[src/design/pfi_pkg.sv]
// Package for the palette fade interpolator: shared constants, types and helpers.
// Used by every module of the block and by its checker. No dependencies.
package pfi_pkg;

  localparam int unsigned NumChan = 3;
  localparam int unsigned QBits   = 16;
  // front stage + one divider cell per quotient bit + back stage
  localparam int unsigned Latency = QBits + 2;

  typedef enum logic [2:0] {
    REG_FADE_MODE    = 3'd0,
    REG_TARGET_RED   = 3'd1,
    REG_TARGET_GREEN = 3'd2,
    REG_TARGET_BLUE  = 3'd3,
    REG_STEP_COUNT   = 3'd4,
    REG_RANGE_START  = 3'd5,
    REG_RANGE_END    = 3'd6
  } pfi_reg_e;

  typedef struct packed {
    logic       mode;
    logic [5:0] tgt_red;
    logic [5:0] tgt_green;
    logic [5:0] tgt_blue;
    logic [7:0] steps;
    logic [7:0] rng_start;
    logic [7:0] rng_end;
  } pfi_cfg_t;

  // One color channel on its way through the divider chain.
  typedef struct packed {
    logic [15:0] dvd;   // dividend bits still to consume, quotient bits shifted in
    logic [7:0]  rem;   // partial remainder
    logic        neg;   // target below original
    logic [7:0]  orig;  // original 8-bit channel
  } pfi_lane_t;

  typedef struct packed {
    pfi_lane_t [NumChan-1:0] lane;  // 2 red, 1 green, 0 blue
    logic                    pass;  // entry outside range, send cur unchanged
    logic                    alpha;
    logic [15:0]             cur;
  } pfi_item_t;

  // v * 255 / 63 == 4v + v / 21 for v in 0..63
  function automatic logic [7:0] vga_widen(logic [5:0] v);
    logic [1:0] frac;
    frac = 2'(v >= 6'd21) + 2'(v >= 6'd42) + 2'(v >= 6'd63);
    return {v, 2'b00} + {6'd0, frac};
  endfunction

endpackage

[src/design/pfi_front.sv]
// Front stage: unpacks channels, picks targets, forms |delta| * step per channel.
// Depends on pfi_pkg.
module pfi_front (
  input  logic              clk_i,
  input  logic              rst_ni,
  input  logic              accept_i,
  input  logic [7:0]        entry_index_i,
  input  logic [7:0]        step_index_i,
  input  logic [15:0]       current_color_i,
  input  logic [15:0]       target_color_i,
  input  pfi_pkg::pfi_cfg_t cfg_i,
  output pfi_pkg::pfi_item_t item_o,
  output logic              valid_o
);
  import pfi_pkg::*;

  logic [7:0] orig [NumChan];
  logic [7:0] tgt  [NumChan];
  pfi_item_t  item_d, item_q;
  logic       valid_q;

  always_comb begin
    logic [7:0] mag;
    orig[2] = {current_color_i[15:11], 3'b000};
    orig[1] = {current_color_i[10:6], 3'b000};
    orig[0] = {current_color_i[5:1], 3'b000};
    if (cfg_i.mode) begin
      tgt[2] = {target_color_i[15:11], 3'b000};
      tgt[1] = {target_color_i[10:6], 3'b000};
      tgt[0] = {target_color_i[5:1], 3'b000};
    end else begin
      tgt[2] = vga_widen(cfg_i.tgt_red);
      tgt[1] = vga_widen(cfg_i.tgt_green);
      tgt[0] = vga_widen(cfg_i.tgt_blue);
    end
    item_d.pass  = (entry_index_i < cfg_i.rng_start) || (entry_index_i > cfg_i.rng_end);
    item_d.alpha = cfg_i.mode ? 1'b1 : current_color_i[0];
    item_d.cur   = current_color_i;
    for (int c = 0; c < NumChan; c++) begin
      item_d.lane[c].neg  = tgt[c] < orig[c];
      mag                 = item_d.lane[c].neg ? (orig[c] - tgt[c]) : (tgt[c] - orig[c]);
      item_d.lane[c].dvd  = 16'(mag) * 16'(step_index_i);
      item_d.lane[c].rem  = '0;
      item_d.lane[c].orig = orig[c];
    end
  end

  always_ff @(posedge clk_i or negedge rst_ni) begin
    if (!rst_ni) begin
      valid_q <= 1'b0;
    end else begin
      valid_q <= accept_i;
    end
  end

  always_ff @(posedge clk_i) begin
    if (accept_i) begin
      item_q <= item_d;
    end
  end

  assign item_o  = item_q;
  assign valid_o = valid_q;

endmodule

[src/design/pfi_cell.sv]
// Divider cell: one restoring quotient bit for every channel, registered.
// Depends on pfi_pkg.
module pfi_cell (
  input  logic               clk_i,
  input  logic               rst_ni,
  input  logic [7:0]         divisor_i,
  input  pfi_pkg::pfi_item_t item_i,
  input  logic               valid_i,
  output pfi_pkg::pfi_item_t item_o,
  output logic               valid_o
);
  import pfi_pkg::*;

  pfi_item_t item_d, item_q;
  logic      valid_q;

  always_comb begin
    logic [8:0] rem_n;
    logic       ge;
    item_d = item_i;
    for (int c = 0; c < NumChan; c++) begin
      rem_n = {item_i.lane[c].rem, item_i.lane[c].dvd[15]};
      ge    = rem_n >= {1'b0, divisor_i};
      if (ge) begin
        rem_n = rem_n - {1'b0, divisor_i};
      end
      item_d.lane[c].rem = rem_n[7:0];
      item_d.lane[c].dvd = {item_i.lane[c].dvd[14:0], ge};
    end
  end

  always_ff @(posedge clk_i or negedge rst_ni) begin
    if (!rst_ni) begin
      valid_q <= 1'b0;
    end else begin
      valid_q <= valid_i;
    end
  end

  always_ff @(posedge clk_i) begin
    if (valid_i) begin
      item_q <= item_d;
    end
  end

  assign item_o  = item_q;
  assign valid_o = valid_q;

endmodule

[src/design/pfi_back.sv]
// Back stage: applies signed quotient, clamps to 0..255, repacks RGBA5551.
// Depends on pfi_pkg.
module pfi_back (
  input  logic               clk_i,
  input  logic               rst_ni,
  input  logic [7:0]         steps_i,
  input  pfi_pkg::pfi_item_t item_i,
  input  logic               valid_i,
  output logic               done_o,
  output logic [15:0]        faded_color_o
);
  import pfi_pkg::*;

  logic [7:0]  chan [NumChan];
  logic [15:0] color_d, color_q;
  logic        done_q;

  always_comb begin
    logic [15:0] q;
    logic [16:0] sum;
    for (int c = 0; c < NumChan; c++) begin
      q   = item_i.lane[c].dvd;
      sum = {1'b0, q} + {9'd0, item_i.lane[c].orig};
      if (steps_i == 8'd0) begin
        chan[c] = item_i.lane[c].orig;
      end else if (item_i.lane[c].neg) begin
        chan[c] = (q > {8'd0, item_i.lane[c].orig}) ? 8'd0 : (item_i.lane[c].orig - q[7:0]);
      end else begin
        chan[c] = (sum > 17'd255) ? 8'd255 : sum[7:0];
      end
    end
    color_d = item_i.pass ? item_i.cur
                          : {chan[2][7:3], chan[1][7:3], chan[0][7:3], item_i.alpha};
  end

  always_ff @(posedge clk_i or negedge rst_ni) begin
    if (!rst_ni) begin
      done_q <= 1'b0;
    end else begin
      done_q <= valid_i;
    end
  end

  always_ff @(posedge clk_i) begin
    if (valid_i) begin
      color_q <= color_d;
    end
  end

  assign done_o        = done_q;
  assign faded_color_o = color_q;

endmodule

[src/design/palette_fade_interpolator_unit.sv]
// Top level of the palette fade interpolator: config registers, front stage,
// divider cell chain and back stage. Depends on pfi_pkg, pfi_front, pfi_cell, pfi_back.
//
//  channel  | direction | handshake             | payload
//  ---------+-----------+-----------------------+---------------------------------------
//  item     | in        | start_i & !busy_o     | entry_index_i, step_index_i,
//           |           |                       | current_color_i, target_color_i
//  result   | out       | done_o (one cycle)    | faded_color_o
//  config   | in        | cfg_we_i              | cfg_idx_i, cfg_wdata_i
//
// One transaction may enter every cycle; busy_o is always low.
// Each result passes through the front stage (unpack and 8x8 multiply), then
// 16 divider cells of one quotient bit each, then the back stage.
// Reset clears the valid chain and loads the register defaults (step count 30,
// range 0..255); results cannot be stalled, done_o strobes for one cycle.
// Registers may only change while no transaction is in flight.
module palette_fade_interpolator_unit (
  input  logic        clk_i,
  input  logic        rst_ni,
  input  logic        start_i,
  output logic        busy_o,
  input  logic [7:0]  entry_index_i,
  input  logic [7:0]  step_index_i,
  input  logic [15:0] current_color_i,
  input  logic [15:0] target_color_i,
  output logic        done_o,
  output logic [15:0] faded_color_o,
  input  logic        cfg_we_i,
  input  logic [2:0]  cfg_idx_i,
  input  logic [7:0]  cfg_wdata_i
);
  import pfi_pkg::*;

  pfi_cfg_t  cfg_q;
  pfi_item_t stg_item [QBits+1];
  logic      stg_vld  [QBits+1];
  logic      accept;

  assign busy_o = 1'b0;
  assign accept = start_i && !busy_o;

  // configuration registers, plain write port
  always_ff @(posedge clk_i or negedge rst_ni) begin
    if (!rst_ni) begin
      cfg_q.mode      <= 1'b0;
      cfg_q.tgt_red   <= '0;
      cfg_q.tgt_green <= '0;
      cfg_q.tgt_blue  <= '0;
      cfg_q.steps     <= 8'd30;
      cfg_q.rng_start <= 8'd0;
      cfg_q.rng_end   <= 8'd255;
    end else if (cfg_we_i) begin
      case (pfi_reg_e'(cfg_idx_i))
        REG_FADE_MODE:    cfg_q.mode      <= cfg_wdata_i[0];
        REG_TARGET_RED:   cfg_q.tgt_red   <= cfg_wdata_i[5:0];
        REG_TARGET_GREEN: cfg_q.tgt_green <= cfg_wdata_i[5:0];
        REG_TARGET_BLUE:  cfg_q.tgt_blue  <= cfg_wdata_i[5:0];
        REG_STEP_COUNT:   cfg_q.steps     <= cfg_wdata_i;
        REG_RANGE_START:  cfg_q.rng_start <= cfg_wdata_i;
        REG_RANGE_END:    cfg_q.rng_end   <= cfg_wdata_i;
        default: ;
      endcase
    end
  end

  pfi_front u_front (
    .clk_i           (clk_i),
    .rst_ni          (rst_ni),
    .accept_i        (accept),
    .entry_index_i   (entry_index_i),
    .step_index_i    (step_index_i),
    .current_color_i (current_color_i),
    .target_color_i  (target_color_i),
    .cfg_i           (cfg_q),
    .item_o          (stg_item[0]),
    .valid_o         (stg_vld[0])
  );

  // divider chain, MSB quotient bit first; user holds step count while busy, unchecked
  for (genvar k = 0; k < QBits; k++) begin : g_cell
    pfi_cell u_cell (
      .clk_i     (clk_i),
      .rst_ni    (rst_ni),
      .divisor_i (cfg_q.steps),
      .item_i    (stg_item[k]),
      .valid_i   (stg_vld[k]),
      .item_o    (stg_item[k+1]),
      .valid_o   (stg_vld[k+1])
    );
  end

  pfi_back u_back (
    .clk_i         (clk_i),
    .rst_ni        (rst_ni),
    .steps_i       (cfg_q.steps),
    .item_i        (stg_item[QBits]),
    .valid_i       (stg_vld[QBits]),
    .done_o        (done_o),
    .faded_color_o (faded_color_o)
  );

endmodule

[config.mk]
export PLATFORM = sky130hd
export DESIGN_NAME = palette_fade_interpolator_unit
export DESIGN_NICKNAME = d
export VERILOG_FILES = /design/src/design/pfi_pkg.sv /design/src/design/pfi_front.sv /design/src/design/pfi_cell.sv /design/src/design/pfi_back.sv /design/src/design/palette_fade_interpolator_unit.sv
export SDC_FILE = /design/constraint.sdc
export NUM_CORES = 2
export LEC_CHECK = 0
export BUFFER_PORTS_ARGS = -buffer_cell sky130_fd_sc_hd__buf_2
export CAP_MARGIN = 20
export CELL_PAD_IN_SITES_DETAIL_PLACEMENT = 0
export CELL_PAD_IN_SITES_GLOBAL_PLACEMENT = 1
export CORE_ASPECT_RATIO = 0.8
export CORE_MARGIN = 4
export CORE_UTILIZATION = 30
export CTS_BUF_LIST = sky130_fd_sc_hd__clkbuf_8
export DETAILED_ROUTE_END_ITERATION = 6
export PLACE_DENSITY_LB_ADDON = 0.1
export RECOVER_POWER = 50
export SLEW_MARGIN = 40
export SYNTH_ARGS = -nofsm -noshare
export SYNTH_HDL_FRONTEND = slang
export SYNTH_SLANG_ARGS = --single-unit
[constraint.sdc]
create_clock -name clk_i -period 8.4 [get_ports clk_i]
set_clock_uncertainty 0.05 [all_clocks]
set_input_delay 0.84 -clock clk_i [delete_from_list [all_inputs] [get_ports clk_i]]
set_output_delay 0.84 -clock clk_i [all_outputs]
set_load 0.01 [all_outputs]
* Word-level counts from Yosys, hierarchy flattened
Index checks and enable logic that the tools add are counted.
Operators by class: add/sub/neg operators 66, multiply operators 3, magnitude comparators 68, equal/unequal tests 6, mux-type cells 62, reduce and logical (&&, ||, !) cells 10
Operators with widths (count):
- 2-to-1 mux 8 bit | 57
- subtractor 8 bit | 51
- >= comparator 9 x 8 -> 1 bit | 45
- adder 16 x 8 -> 17 bit | 3
- greater-than comparator 17 x 8 -> 1 bit (second input constant) | 3
- greater-than comparator 16 x 8 -> 1 bit | 3
- multiplier 8 x 8 -> 16 bit | 3
- >= comparator 6 bit (second input constant) | 6
- < comparator 8 bit | 4
- adder 8 x 2 -> 8 bit | 3
- >= comparator 1 x 8 -> 1 bit | 3
- 2-to-1 mux 24 bit | 1
- subtractor 1 x 8 -> 8 bit | 3
- >= comparator 6 x 5 -> 1 bit (second input constant) | 3
- 2-to-1 mux 16 bit | 1
- AND reduction 2 bit | 7
- equality test 3 bit (second input constant) | 3
- greater-than comparator 8 bit | 1
- logical NOT 8 bit | 1
- adder 1 x 1 -> 2 bit | 3
- adder 2 x 1 -> 2 bit | 3
- equality test 3 x 2 -> 1 bit (second input constant) | 2
- equality test 3 x 1 -> 1 bit (second input constant) | 1
- logical NOT 3 bit | 1
- 2 further kinds | 4
Storage, ports and cells: register bits after elaboration 1865, input port bits 63, output and inout bits 18, word-level logic and storage cells 493

* Longest topological paths before layout
depth after elaboration 8, gate-level depth with buffers 28, depth with buffers taken out 26

* Modules after synthesis
From an unflattened synthesis, not the netlist that was laid out.
Second synthesis, totals: cell total of the unflattened synthesis 6716, area, all modules 98639.6 um^2
Modules (own cells, without submodules):
- pfi_cell at g_cell[0].u_cell ... | instances 14, cells an instance 301, area each 5092.4 um^2, sequential area each 3538.4 um^2
- pfi_front | instances 1, cells an instance 1290, area each 11907.7 um^2, sequential area each 2097.0 um^2
- pfi_cell at g_cell[3].u_cell | instances 1, cells an instance 306, area each 4969.8 um^2, sequential area each 3538.4 um^2
- pfi_cell at g_cell[12].u_cell | instances 1, cells an instance 304, area each 4873.4 um^2, sequential area each 3538.4 um^2
- pfi_back | instances 1, cells an instance 503, area each 3809.9 um^2, sequential area each 505.5 um^2
- palette_fade_interpolator_unit | instances 1, cells an instance 99, area each 1785.5 um^2, sequential area each 1091.0 um^2

* Worst setup path after synthesis
No wires, ideal clock.
kind register to register, from register cfg_q[42] (netlist name), to register u_front.item_q (netlist bit u_front.item_o[50]), data pin, library setup time 260 ps, arrival 6931 ps, required time 8090 ps, setup slack 1159 ps, cell stages (with the launch flop) 28, path buffers 2, period minus slack after synthesis 7241 ps, path through dfrtp_1 > clkbuf_1 > buf_1 > mux2i_1 > inv_1 > ha_1 > nor2b_1 > o21ai_2 > a21oi_1 > o21ai_2 > or3b_1 > xnor2_2 > or2_2 > fa_1 > fa_1 > inv_1 > fa_1 > inv_1 > fa_1 > inv_1 > ha_1 > o21a_1 > o31a_1 > o211ai_1 > a21oi_1 > a2111oi_2 > a21oi_1 > xnor2_1
RTL lines:
- start: declaration | RTL line palette_fade_interpolator_unit.sv:34 | pfi_cfg_t cfg_q;
- end signal: assignment | RTL line pfi_front.sv:58 | item_q <= item_d;
- end: declaration | RTL line pfi_front.sv:19 | pfi_item_t item_d, item_q;

==> metrics <==
Final Cycle Share 89.6%; maxcap violations 11; Clock Tree Buf Depth 4; Storage cell area 0.0481 mm2; core area 0.260 mm2; antenna viol nets, final 0; Slew Viols, Final 470; Worst EP required 9010 ps; gr usage total 13.1%; Cell Pwr Density 398 mW/mm2; Initial Util 30.3%; worst hold stages 1; Setup TNS Final 0 ps; Syn Area/Cell 14.3 um2; footprint of the multi-input gates 0.0285 mm2; Distinct cells, synth 96; Area Overhead vs Synth 13.4%; sequential share of power 34.4%; CTS H-tree depth 5; XOR/XNOR share of the synthesized area 2.01%; layout cells sized above 1 14.8%; R2R depth 26; outcome finished, violations left; Post-Syn Instances 5496; switching pwr 13.1 mW; CTS tree yes; final setup violation count 0; Synth Flop Type edfxtp_1; post-detail-place hpwl 123000 um; Logic pwr share 45.7%; main combinational cell family by area after synthesis adder cells; Worst slew margin -189%; initial antenna violation count 9; syn_nets 6270; Vias/cell 4.45; CTS Buf Count 287; Hold Fails Final Rpt 0; commonest cells after routing, fill and taps aside 1549 x edfxtp_1, 552 x ha_1, 544 x inv_1, 406 x nor2_1, 299 x clkbuf_8; reg2reg setup slack 870 ps; Root Driver clkbuf_8; placer's final routability congestion estimate 0.762; Synth warnings 0; chip width 580 um; sw frac 36.9%; Clock power frac 19.9%; Arrival @ worst endpoint 8140 ps; critical path launch point type flop; DRT iter0 DRCs 2005; Synth Area in Adders 12.8%; CP top delay family adder cells; RSZ-0062 raised after global routing false; Seq cells post-synth 1610; Mapped Area 0.0786 mm2; Layout Nets 6660; Pleak 33.8 nW; Final Critical Period 7530 ps; min-delay worst type in2reg; async set-reset flop share out of synthesis 3.79%; mux share of post-synthesis cell area 5.54%; CP endpoint kind flop; Crit Path Max Fanout 9; Crit Reg-Reg Endpoint u_front.item_o[50]; Min-Delay Endpoint u_front.item_o[0]; die height 466 um; DIE AREA 0.270 mm2; largest net degree at the start of global routing 68; CTS resizes 0; Reg clk slew, reported paths 60 ps; Worst Tran Pin Value 4340 ps; Row Count 167; post-synthesis sequential area ratio 61.2%; Peak VDD IR 335 uV; drt pass-1 iters 5; final WL 178000 um; Max Fclk 0.133 GHz; first-pass GRT wire length 274000 um; P_int 22.4 mW; DR WL/cell 18.6 um; final hold slack 149 ps; CP Buf/Inv Count 5; EDFF count, synth 1549; vias in the first global route 44200; Crit Reg-Reg Startpoint cfg_q[42]; Skew-Pair Late Insertion Delay 930 ps; Post-route DRC 0; CP Class reg2reg; violated checks max-capacitance violations, max-slew violations; fin util 34.3%; area fraction in compound gates after synthesis 8.74%; CP max-delay cell fa_1; filler cell count 25200; most common cell after layout, fill and taps aside edfxtp_1; hold path start current_color_i[0]; CP peak stage delay 530 ps; total gr overflow 0; Port Buf Inserts 78; Post-Synth Simple-Gate Area 7.11%; Clock Sinks 1610; Vias 42600; Top Ports 81
## sequential cells by signal (all words and copies together), names as in the netlist
register and flops:
g_cell.u_cell.item_o 1464, u_front.item_o 69, u_front.valid_o 1, cfg_q 43, u_back.faded_color_o 16, g_cell.u_cell.valid_o 16
u_back.done_o 1
## timing repair
| action | CTS | global route |
|---|---|---|
| buffers inserted | 0 | 0 |
| endpoints found under the hold margin | 15 | 0 |
| hold buffers | 6 | 0 |
## cell type report
type                       count  area share [%]
tap                         3464            4.86
multi-input combinational   3357            32.0
antenna                       10          0.0281
sequential                  1610            53.9
inverter                     485            2.06
clock inverter               201            1.44
timing repair buffer         145            1.08
clock buffer                 299            4.62
## cell usage after synthesis (50+ instances only)
master    number  area [um2]
o21ai_1       50         250
nor2b_1      111         694
ha_1         552        6910
a21boi_0      86         646
mux2i_1      129        1290
mux2_2       253        2850
xnor2_1      118        1030
a211oi_1      53         398
xor2_1        59         517
edfxtp_1    1549       46500
a21o_1        61         458
inv_1        480        1800
o21a_1        99         743
nand2_1      220         826
o21ai_0      185         926
and2_1        89         557
a21oi_1      170         851
fa_1         159        3180
nand4_1       89         557
nor2_1       407        1530
nand2b_1      95         594
## routing by layer
| metal | up-vias | GRT usage (%) | part of all wire [%] |
|---|---|---|---|
| met5 | - | 0 | 0 |
| met3 | 293 | 2.31 | 3.4 |
| met2 | 562 | 19.3 | 43 |
| li1 | 21100 | - | - |
| met4 | 0 | 3.59 | 2.5 |
| met1 | 20600 | 19.6 | 52 |
## worst register-to-register path, cell delays in order, from the launching register on
cell and delay, ps:
dfrtp_1 430, clkbuf_1 460, mux2i_1 420, inv_1 80
ha_1 330, nor2b_1 160, o21ai_2 190, a21oi_1 110
o21ai_2 200, or3b_1 380, xor2_1 390, nand2_1 150
fa_1 520, fa_1 490, inv_1 60, fa_1 530
inv_1 50, fa_1 530, inv_1 40, ha_1 330
o21a_1 120, o31a_1 130, o211ai_1 250, a21oi_1 120
a2111oi_2 450, a21oi_1 140, xnor2_1 140
## per-stage QoR
| stage | std cells | setup WS [ps] | cell area (um2) | power [mW] |
|---|---|---|---|---|
| floorplan | 5496 | 1160 | 78600 | 24.6 |
| global placement | 9051 | 686 | 83600 | 29.0 |
| detailed placement | 9054 | 695 | 83700 | 28.9 |
| global route | 9567 | 327 | 89100 | 38.8 |
| CTS | 9560 | 976 | 89200 | 36.3 |
| finish | 9571 | 872 | 89100 | 35.5 |
## how the worst max path moves through the flow
stage	from	end	slack, ps	cells after the start
after detailed placement	target_color_i[7]	u_front.item_o[83]	690	26
after CTS	cfg_q[42]	u_front.item_o[83]	980	26
after global placement	target_color_i[7]	u_front.item_o[83]	690	26
after floorplan	cfg_q[42]	u_front.item_o[50]	1160	27
final	cfg_q[42]	u_front.item_o[50]	870	26
after global routing	cfg_q[42]	u_front.item_o[50]	330	26
## cells by family after synthesis
group | count (synthesis)
flops | 1610
simple gates | 1133
compound gates | 935
fa+ha+maj | 711
buf+inv | 529
mux | 398
xor+xnor | 179
other cells | 1
## power by group through the flow
stage	Clock, mW	Sequential [mW]	Combinational (mW)
global placement	0	12.4	16.5
floorplan	0	12.0	12.6
global route	7.81	12.4	18.5
CTS	7.42	12.3	16.7
finish	7.06	12.2	16.2
detailed placement	0	12.4	16.5
Power figures use the tool's default switching activity.
